## src/rtl/bli_ram.sv

```systemverilog
// ----------------------------------------------------------------------------
// bli_ram
// simple dual port ram, one write port, one registered read port
// ----------------------------------------------------------------------------
module bli_ram #(
  parameter int WIDTH = 32,
  parameter int DEPTH = 64
) (
  input  logic                     clk,
  input  logic                     we,
  input  logic [$clog2(DEPTH)-1:0] waddr,
  input  logic [WIDTH-1:0]         wdata,
  input  logic [$clog2(DEPTH)-1:0] raddr,
  output logic [WIDTH-1:0]         rdata
);

  logic [WIDTH-1:0] mem [DEPTH];

  always_ff @(posedge clk) begin
    if (we) begin
      mem[waddr] <= wdata;
    end
    rdata <= mem[raddr];
  end

endmodule

```

## config.mk

```make
export PLATFORM = sky130hd
export DESIGN_NAME = bli_ram
export DESIGN_NICKNAME = d
export VERILOG_FILES = /design/src/rtl/bli_ram.sv
export SDC_FILE = /design/constraint.sdc
export NUM_CORES = 2
export LEC_CHECK = 0
export ABC_AREA = 0
export BUFFER_PORTS_ARGS = -buffer_cell sky130_fd_sc_hd__buf_4
export CORE_MARGIN = 4
export CORE_UTILIZATION = 35
export CTS_CLUSTER_SIZE = 12
export DETAILED_ROUTE_END_ITERATION = 7
export GPL_TIMING_DRIVEN = 0
export MAX_ROUTING_LAYER = met4
export SYNTH_ARGS = -nofsm -noshare
export SYNTH_HDL_FRONTEND = slang
export SYNTH_SLANG_ARGS = --single-unit
```

## constraint.sdc

```tcl
create_clock -name clk -period 4.76 [get_ports clk]
set_input_delay 0.476 -clock clk [delete_from_list [all_inputs] [get_ports clk]]
set_output_delay 0.476 -clock clk [all_outputs]
set_load 0.02 [all_outputs]
```

-- Yosys cells after proc, flatten, opt, wreduce, memory -nomap -nowiden
Memories as Yosys holds them, arrays and structs flattened. A register that Yosys moved wholly into a read port is not among the register bits.
Index checks and enable logic that the tools add are counted.
- register bits after elaboration: 0
- bits of input ports: 46
- memories: 1
- output and inout port bits: 32
- bits in writable memories: 2048
- logic and storage cells: 3
- memory list (name ; depth ; width ; rd ports ; clocked after memory_dff ; write ports ; RTL line ; text):
    mem ; 64 ; 32 ; 1 ; 1 ; 1 ; 17 ; logic [WIDTH-1:0] mem [DEPTH];
- muxes and demuxes: 2
- operators by type and width (kind ; count):
    $mux 1 ; 2

-- Depth between registers and ports, before layout
- word-level depth: 2
- mapped depth: 10
- depth with buffers taken out: 5

-- Worst setup path after synthesis
Ideal clock, no wire load.
- kind: in2reg
- start: input waddr[3]
- end: memory mem[48][0] (enable)
- data arrival time: 3.175 ns
- slack: 1.124 ns
- cell stages on the path: 4
- library setup time: 0.461 ns
- data required time: 4.299 ns
- buffers on the path: 1
- path through: clkbuf_1 -> nor2b_1 -> nand4b_1 -> nor3_1
- RTL lines (what ; RTL line ; text):
    start, declared ; 11 ; input logic [$clog2(DEPTH)-1:0] waddr,
    end, declared ; 17 ;
Straight into the memory's write port.

==> results.json <==
{
  "syn_nets": 3370,
  "critical-path-top-delay-family": "buffers and inverters",
  "critPathBufInv": 4,
  "numCtsBuffers": 207,
  "drive_above_1_share_pct": 29.1,
  "syn_inst": 3324,
  "die_y_um": 482,
  "wl_per_cell_um": 35.3,
  "hold_viol": 0,
  "grt_max_degree": 65,
  "routed_via_density": 5.76,
  "nFillCells": 19100,
  "pwr_density_cell_nw_per_um2": 413,
  "core_area_um2": 223000,
  "setup_ws_ns": 0.510,
  "ioPinCount": 78,
  "multi_input_area_um2": 16000,
  "detail_route.first_pass.iterations": 7,
  "power_leakage_nw": 28.2,
  "clkTransAtPathRegs_ns": 0.06,
  "die_w_um": 482,
  "status": "finished, final reports clean",
  "io_buffers": 69,
  "track_usage_pct": 21.3,
  "relSlewSlack_pct": 1.66,
  "post-route-min-period_ns": 4.25,
  "drt_iter0_markers": 6297,
  "cp-end-kind": "flop",
  "startpoint": "raddr[1]",
  "drc": 0,
  "timing.setup.tns_ns": 0,
  "max_stage_delay_ns": 0.83,
  "htreeDepth": 4,
  "dp_slack_ns": -0.118,
  "path_cells": "buf_2 -> buf_2 -> buf_2 -> buf_1 -> nand3b_1 -> o221ai_1 -> a21oi_1 -> a21oi_1 -> nor2_1",
  "synthToLayoutAreaGrowth_pct": 17.1,
  "slew_violations": 0,
  "netlist_area_um2": 78500,
  "crit_cells": 9,
  "worstPathArrival_ns": 4.91,
  "postCtsSetupRepairBufs": 0,
  "criticalPathCategory": "in -> reg",
  "yosys_warnings": 0,
  "crit_slowest_cell": "a21oi_1",
  "crit_fanout": 10,
  "nets": 3751,
  "initial_utilization_pct": 35.3,
  "whs_ns": 0.178,
  "grt_pass1_vias": 38600,
  "finalCritPeriodShare_pct": 89.3,
  "worst_clock_skew_ns": 0.0516,
  "ant_nets": 0,
  "grt.overflow.total": 0,
  "cp-start-kind": "input pin",
  "yosys_register_bits": 2080,
  "tightest_slew_ns": 1.48,
  "cts_resized": 0,
  "clk_latency_ns": 0.86,
  "rrSetupSlack_ns": 1.88,
  "clockBufferDepth": 3,
  "rsz0062_at_grt": "false",
  "cts_tree": "yes",
  "routed_wl_um": 241000,
  "hold_buffers": 0,
  "root_buffer": "clkbuf_16",
  "required_ns": 5.42,
  "rows": 173,
  "cts.sinks": 2080,
  "synth.avg_cell_area_um2": 23.6,
  "grt_pass1_wl_um": 327000,
  "gp_routability_congestion": 0.866,
  "worstHoldStart": "wdata[26]",
  "vias": 39300,
  "dpl.hpwl_um": 157000,
  "ir_drop_mv": 0.303,
  "cap_viol_max_count": 0,
  "holdPathStages": 1,
  "ys_seq_area_share_pct": 79.1,
  "hold_class": "in -> reg",
  "r2r_cells": 4,
  "die_area_um2": 232000,
  "cp_common_cell": "buf_2",
  "antenna_found_initial": 18,
  "reg2reg_from": "mem[15][11]$_DFFE_PP_",
  "seq_area_um2": 62100,
  "fmax_mhz": 235,
  "setup_viol": 0,
  "synth_cell_type_count": 34
}
## final timing paths
kind | endpoint
setup / recovery | rdata[15]$_DFF_P_
setup reg to reg | rdata[11]$_DFF_P_
hold / removal | mem[3][26]$_DFFE_PP_
hold reg to reg | rdata[17]$_DFF_P_
## stage by stage
stage | power (W) | area, um2 | util (%) | instances
global route | 0.0390 | 91900 | 41.3 | 6821
finish | 0.0379 | 91900 | 41.3 | 6823
CTS | 0.0381 | 91900 | 41.3 | 6817
global placement | 0.0228 | 82800 | 37.2 | 6368
floorplan | 0.0217 | 78500 | - | 3324
detailed placement | 0.0229 | 85700 | 38.5 | 6471
## layer usage
layer / vias up / routed length [um] / GRT usage, %
met4: 0 / 11100 / 8.48
met2: 2508 / 114000 / 32.6
met1: 21300 / 89800 / 27.6
met5: - / 0 / -
li1: 15100 / - / -
met3: 491 / 26100 / 4.93
## registers in the layout, summed over array words and instances (netlist names)
register,flops
mem,2048
rdata,32
## layout by cell type, fill, tap and decap left out, types with 9 or more instances in the layout
master,count
edfxtp_1,2048
mux4_2,544
clkbuf_16,208
clkbuf_1,136
buf_4,96
mux2i_1,93
o22ai_1,84
nor2_1,75
a21oi_1,62
nor2_4,62
buf_16,59
buf_2,57
clkinv_1,36
buf_12,35
dfxtp_1,32
o221ai_1,27
nand2_1,26
buf_1,21
nor2b_1,15
buf_6,12
a22oi_1,12
clkinv_2,9
## cell usage after synthesis, drive strengths merged
| cell | n | area share (%) |
|---|---|---|
| nand4b | 1 | 0.011 |
| o22ai | 84 | 0.67 |
| a22oi | 12 | 0.11 |
| mux4 | 544 | 16 |
| dfxtp | 32 | 0.82 |
| mux2i | 93 | 1.2 |
| a31oi | 1 | 0.0080 |
| clkbuf | 74 | 0.35 |
| a41o | 4 | 0.051 |
| nand3b | 5 | 0.048 |
| and3 | 4 | 0.032 |
| and2 | 2 | 0.016 |
| or2 | 3 | 0.024 |
| nand3 | 5 | 0.032 |
| a21oi | 62 | 0.40 |
| nor3 | 7 | 0.045 |
| o221ai | 27 | 0.30 |
| nand2b | 8 | 0.064 |
| o32ai | 4 | 0.045 |
| buf | 108 | 0.77 |
| nand2 | 26 | 0.12 |
| or3 | 3 | 0.024 |
| nor2b | 15 | 0.12 |
| or3b | 5 | 0.056 |
| edfxtp | 2048 | 78 |
| nand4 | 2 | 0.016 |
| a311oi | 8 | 0.089 |
| nor2 | 137 | 0.65 |
## cells by family after synthesis
family / after synthesis / synth area share [%]
DFF: 2080 / 79.1
muxes: 637 / 16.8
and+or+nand+nor: 223 / 1.27
AOI/OAI and AO/OA: 202 / 1.67
buffers and inverters: 182 / 1.13
## worst register-to-register path: stages, from the launching register on
cell and delay [ns]:
edfxtp_1 0.36, mux4_2 0.48, mux4_2 0.52, o22ai_1 1.02, nor2_1 0.30
## report_power, final
group	switching (W)	total, W	internal [W]
sequential	0.0000379	0.0203	0.0203
clock	0.00690	0.0154	0.00850
combinational	0.00149	0.00221	0.000724
## layout make-up
cell class,instances,share of cell area (%)
Clock inverter,68,0.794
Tap cell,2975,4.05
Clock buffer,278,6.00
Buffer,182,0.968
Sequential cell,2080,67.6
Antenna cell,6,0.0163
Timing Repair Buffer,172,3.19
Multi-Input combinational cell,1062,17.4
(Power assumes the default switching activity.)
