$ cat src/rtl/bli_muldiv.sv
// ----------------------------------------------------------------------------
// bli_muldiv
// unsigned floor(mag * num / den), two partial products then restoring divide
// ----------------------------------------------------------------------------
module bli_muldiv (
  input  logic        clk,
  input  logic        rst,
  input  logic        start,
  input  logic [31:0] num,
  input  logic [31:0] mag,
  input  logic [31:0] den,
  output logic        done,
  output logic [31:0] quot
);

  typedef enum logic [2:0] {
    M_IDLE,
    M_LO,
    M_HI,
    M_ADD,
    M_DIV
  } md_state_t;

  md_state_t   state;
  logic [31:0] num_r;
  logic [31:0] mag_r;
  logic [31:0] den_r;
  logic [63:0] acc;
  logic [47:0] prod;
  logic [31:0] rem;
  logic [31:0] low;
  logic [4:0]  cnt;

  logic [47:0] part_lo;
  logic [47:0] part_hi;
  logic [63:0] sum;
  logic [32:0] trial;
  logic        take;

  always_comb begin
    part_lo = num_r * mag_r[15:0];
    part_hi = num_r * mag_r[31:16];
    sum     = acc + {prod, 16'b0};
    trial   = {rem, low[31]};
    take    = trial >= {1'b0, den_r};
  end

  always_ff @(posedge clk) begin
    if (rst) begin
      state <= M_IDLE;
      done  <= 1'b0;
    end else begin
      // pulses the cycle after the last divide step
      done <= (state == M_DIV) && (cnt == 5'd0);
      unique case (state)
        M_IDLE: begin
          if (start) begin
            num_r <= num;
            mag_r <= mag;
            den_r <= den;
            state <= M_LO;
          end
        end
        M_LO: begin
          acc   <= {16'b0, part_lo};
          state <= M_HI;
        end
        M_HI: begin
          prod  <= part_hi;
          state <= M_ADD;
        end
        M_ADD: begin
          // quotient fits 32 bits, so the upper half is already below den
          rem   <= sum[63:32];
          low   <= sum[31:0];
          cnt   <= 5'd31;
          state <= M_DIV;
        end
        M_DIV: begin
          rem  <= take ? 32'(trial - {1'b0, den_r}) : trial[31:0];
          low  <= {low[30:0], 1'b0};
          quot <= {quot[30:0], take};
          if (cnt == 5'd0) begin
            state <= M_IDLE;
          end else begin
            cnt <= cnt - 5'd1;
          end
        end
        default: state <= M_IDLE;
      endcase
    end
  end

endmodule

$ cat config.mk
export PLATFORM = sky130hd
export DESIGN_NAME = bli_muldiv
export DESIGN_NICKNAME = d
export VERILOG_FILES = /design/src/rtl/bli_muldiv.sv
export SDC_FILE = /design/constraint.sdc
export NUM_CORES = 2
export LEC_CHECK = 0
export CAP_MARGIN = 10
export CORE_AREA = 10 10 286 288
export DETAILED_ROUTE_END_ITERATION = 6
export DIE_AREA = 0 0 296 298
export DONT_BUFFER_PORTS = 1
export PLACE_DENSITY = 0.79
export SLEW_MARGIN = 20
export SYNTH_ARGS = -nofsm -noshare
export SYNTH_HDL_FRONTEND = slang
export SYNTH_SLANG_ARGS = --single-unit
$ cat constraint.sdc
create_clock -name clk -period 6.2 [get_ports clk]
set_input_delay 0.31 -clock clk [delete_from_list [all_inputs] [get_ports clk]]
set_output_delay 0.31 -clock clk [all_outputs]
set_load 0.03 [all_outputs]
Yosys cells after proc, flatten, opt, wreduce, memory -nomap -nowiden:

Cells that the tools add are included.

* flip-flop bits (word level): 297
* bits of input ports: 99
* output and inout bits: 33
* logic and storage cells: 44

* add/subtract/negate cells: 3
* $mul: 2
* order comparisons: 1
* eq/ne operators: 7
* muxes and demuxes: 8
* bitwise logic cells: 1
* reductions and logical operators: 11

Operators with widths (count)
* one-hot mux 32 bit (2 select lines): 2
* multiplier 32 x 16 -> 48 bit: 2
* adder 48 x 64 -> 64 bit: 1
* greater-or-equal comparator 33 x 32 -> 1 bit: 1
* two-way mux 32 bit: 1
* subtractor 32 bit: 1
* one-hot mux 3 bit (5 select lines): 1
* one-hot mux 5 bit (2 select lines): 1
* AND reduction 2 bit: 5
* equality test 3 x 2 -> 1 bit (second input constant): 2
* two-way mux 3 bit: 2
* AND reduction 3 bit: 2
* logical NOT 5 bit: 1
* two-way mux 5 bit: 1
* subtractor 5 x 1 -> 5 bit (second input constant): 1
* != test 2 bit (second input constant): 2
* equality test 3 x 1 -> 1 bit (second input constant): 1
* equality test 3 bit (second input constant): 1
* logical NOT 3 bit: 1
* != test 2 x 1 -> 1 bit (second input constant): 1
* nonzero test 2 bit: 1
* logical AND 1 bit: 1
* inverter 1 bit: 1

Logic depth before layout (Yosys ltp):

* depth after elaboration: 3
* mapped depth: 25
* depth with buffers taken out: 24

Worst setup path before layout:

OpenSTA, ideal clock, no wires.

* path kind: reg2reg
* start: reg mag_r[17]
* end: reg prod[42] (data pin)
* library setup time: 265 ps
* arrival: 5974 ps
* data required time: 5935 ps
* slack: -40 ps
* cell stages (with the launch flop): 23
* path buffers: 1
* clock period less this slack: 6240 ps
* path through: edfxtp_1 clkbuf_1 nand2_1 fa_1 fa_1 fa_1 inv_1 fa_1 fa_1 inv_1 fa_1 inv_1 ha_1 a21oi_1 o21ai_0 a21o_1 a221o_1 a21oi_2 o21ai_0 a21oi_1 o21a_1 o211ai_1 xor2_1

* word-level cells in the longest chain between the ends: 1

Ends and longest elaborated chain
* start: declaration: RTL line 26 `logic [31:0] mag_r;`
* start signal: assignment: RTL line 59 `mag_r <= mag;`
* multiplier 32 x 16 -> 48 bit: RTL line 42 `part_hi = num_r * mag_r[31:16];`
* via part_hi[42]: RTL line 35 `logic [47:0] part_hi;`
* end signal: assignment: RTL line 69 `prod <= part_hi;`
* end: declaration: RTL line 29 `logic [47:0] prod;`

The timed path passes the listed nets, and every way through them passes these cells.
A chain may end at the register's enable or synchronous reset.

Final worst setup path:

* start: reg num_r[11]
* end: reg acc[47] (data pin)

* word-level cells in the longest chain between the ends: 1

Ends and longest elaborated chain
* start: declaration: RTL line 25 `logic [31:0] num_r;`
* start signal: assignment: RTL line 58 `num_r <= num;`
* multiplier 32 x 16 -> 48 bit: RTL line 41 `part_lo = num_r * mag_r[15:0];`
* via part_lo[47]: RTL line 34 `logic [47:0] part_lo;`
* end signal: assignment: RTL line 65 `acc <= {16'b0, part_lo};`
* end: declaration: RTL line 28 `logic [63:0] acc;`

The timed path passes the listed nets, and every way through them passes these cells.

==> results.py <==
metrics = {
    "routing": {
        "vias": 36300,
        "via_per_inst": 5.84,
        "drc": 0,
        "drtIter0Drc": 3370,
        "first_pass_iters": 6,
        "ant_nets": 0,
        "wirelength_mm": 133,
        "wl_per_cell_um": 21.4,
    },
    "timing": {
        "finalCriticalPeriod_ns": 6.85,
        "fmax_mhz": 146,
        "postLayoutSetupSlackWorst_ns": -0.650,
        "slew_violations": 0,
        "slew_headroom": 0.304,
        "rsz0062_at_grt": "true",
        "period_share": 1.10,
        "skew_ns": 0.0517,
        "finalSetupViolCount": 41,
        "hold_viol_final": 0,
        "worst_pin_slew_ns": 1.04,
    },
    "clock_network": {
        "cts_buffers": 41,
        "cts-htree-levels": 2,
        "clock_latency_ns": 0.62,
        "cts_tree": "yes",
        "cts-root-buf": "clkbuf_16",
        "clk_path_buf_depth": 3,
        "cts_sinks": 297,
        "clk_pin_slew_ns": 0.06,
    },
    "final_layout": {
        "layout-drive-gt1-share": 0.158,
        "area_delta_synth_final_pct": 19.4,
        "final_nets": 6434,
        "fillers": 5030,
        "fin_area_um2": 54900,
    },
    "synth": {
        "synth_top_family_by_area": "adder cells",
        "synth-seq-cells": 297,
        "yosys.area.top_type": "fa_1",
        "synth_common_cells": "942 x inv_1, 838 x fa_1, 766 x nand2_1",
        "synthXorXnorAreaFrac": 0.0299,
        "synth_compound_area_frac": 0.0760,
        "syn_area_um2": 45900,
        "yosysSeqAreaShare": 0.193,
        "synth-edff-count": 293,
        "ys_warn_count": 0,
        "synthSimpleGateAreaFrac": 0.154,
        "synth_cell_types": 81,
        "syn_avg_cell_area_um2": 9.59,
        "synth_nets": 6032,
        "synth_top_cell_area_share": 0.365,
        "yosys.area_share.adder": 0.448,
        "synth.most_common_cell": "inv_1",
        "synth-async-reset-ratio": 0,
        "synthTopCellsByArea": "fa_1 37%, edfxtp_1 19%, ha_1 8.3%",
        "synthMuxAreaShare": 0.00177,
        "syn_inst": 4790,
        "synth_ff_type": "edfxtp_1",
    },
    "floorplan": {
        "ios": 132,
        "die_h_um": 298,
        "core_area_um2": 75700,
        "die_area_um2": 88200,
        "die_x_um": 296,
        "start_util": 0.607,
        "num_rows": 101,
    },
    "setup_path": {
        "crit_arrival_ns": 7.20,
        "end_kind": "flip-flop",
        "cp.required_ns": 6.55,
        "crit_type": "reg2reg",
        "path_max_fanout": 5,
        "start_kind": "flip-flop",
    },
    "global_routing": {
        "antenna_found_initial": 12,
        "grt_max_degree": 95,
        "overflow": 0,
        "track_usage": 0.296,
        "grt_pass1_vias": 38600,
        "grt_pass1_wl_mm": 206,
    },
    "run_status": {
        "violations": "setup timing",
        "status": "complete, but fails checks",
    },
    "placed_design": {
        "gp_congestion": 0.961,
        "port_buffers": 0,
        "dp_hpwl_mm": 96.8,
        "postPlaceCellArea_um2": 50400,
    },
    "worst_hold_path": {
        "holdCritPathClass": "in2reg",
    },
    "flow_run": {
        "drv_cap": 0,
    },
}
[metrics by stage]
| stage | hold slack, ns | worst slack, ns | setup TNS, ns | cells | util |
|---|---|---|---|---|---|
| after global routing | 0.0391 | -0.760 | -16.63 | 6207 | 0.725 |
| after floorplan | 0.382 | 0.00194 | 0 | 4790 | - |
| after detailed placement | 0.386 | -0.394 | -8.37 | 5963 | 0.665 |
| after global placement | 0.386 | -0.319 | -4.49 | 5963 | 0.665 |
| final | 0.0234 | -0.650 | -9.11 | 6209 | 0.725 |
| after CTS | 0.0127 | -0.206 | -2.99 | 6178 | 0.713 |
[cells by family (layout without fill, tap and decap cells)]
group	after synthesis	after routing
XOR/XNOR	157	157
other	0	7
AND/OR/NAND/NOR	1478	1478
adder cells (fa/ha/maj)	1143	1143
AO/OA/AOI/OAI	530	530
buffers and inverters	1177	1611
multiplexers	8	8
flip-flops	297	297
[critical path, cell delays in order, from the launching register on]
cell and delay [ns]:
edfxtp_1 0.43, buf_12 0.18, buf_12 0.15, and2_4 0.14, fa_1 0.53, inv_2 0.05, fa_2 0.42, fa_1 0.53
inv_2 0.04, fa_1 0.50, fa_1 0.71, inv_2 0.08, fa_1 0.53, inv_2 0.05, ha_4 0.28, buf_6 0.11
nand2_4 0.07, nor2_4 0.12, nand4b_1 0.24, a21oi_2 0.28, o311a_1 0.23, a31oi_1 0.10, buf_4 0.17, o21a_1 0.20
o21bai_1 0.19, a21oi_2 0.10, xnor2_2 0.15
[layout make-up]
class	count	area, um^2	area share
tap	978	1220	0.0223
antenna	7	17.5	0.000319
clock buffer	46	1070	0.0194
inverter	942	3540	0.0645
timing repair buffer	594	5810	0.106
multi-input combinational	3316	33900	0.618
clock inverter	29	408	0.00744
sequential	297	8880	0.162
[layout by cell type, fill, tap and decap left out, types with 89 or more instances in the layout]
master / count
inv_1: 910
and2_1: 417
nor2_1: 89
nand2_1: 752
buf_4: 384
ha_1: 276
edfxtp_1: 293
a21oi_1: 144
fa_1: 811
dlygate4sd3_1: 98
[registers in the layout (all words and copies together), names as in the netlist]
register  flops
acc          48
cnt           5
den_r        32
done          1
low          32
mag_r        32
num_r        32
prod         48
quot         32
rem          32
state         3
[routing by layer]
| layer | GRT usage | routed length [um] | vias up |
|---|---|---|---|
| met5 | 0.000567 | 58 | - |
| met4 | 0.140 | 7950 | 10 |
| met3 | 0.0768 | 14600 | 594 |
| met2 | 0.471 | 61200 | 2125 |
| met1 | 0.374 | 49000 | 17900 |
| li1 | - | - | 15600 |
[final timing paths]
path / startpoint / endpoint / slack (ns) / depth (start not counted)
setup reg to reg: num_r[11]$_DFFE_PP_ / acc[47]$_DFFE_PP_ / -0.65 / 26
hold reg to reg: low[0]$_SDFFCE_PP0P_ / low[1]$_DFFE_PP_ / 0.51 / 2
setup / recovery: num_r[11]$_DFFE_PP_ / acc[47]$_DFFE_PP_ / -0.65 / 26
hold / removal: rst / low[27]$_DFFE_PP_ / 0.02 / 1
[timing repair]
item / CTS / global route
setup buffers: 42 / 37
hold endpoints to repair: 99 / 0
cloned: 4 / 1
setup endpoints to repair: 40 / 47
hold buffers: 98 / 0
resized for setup: 155 / 177
pin swaps: 124 / 146
Power is left out: the tool's default activity adds up to more than one toggle a clock period on the data nets, which glitch-free logic cannot reach.
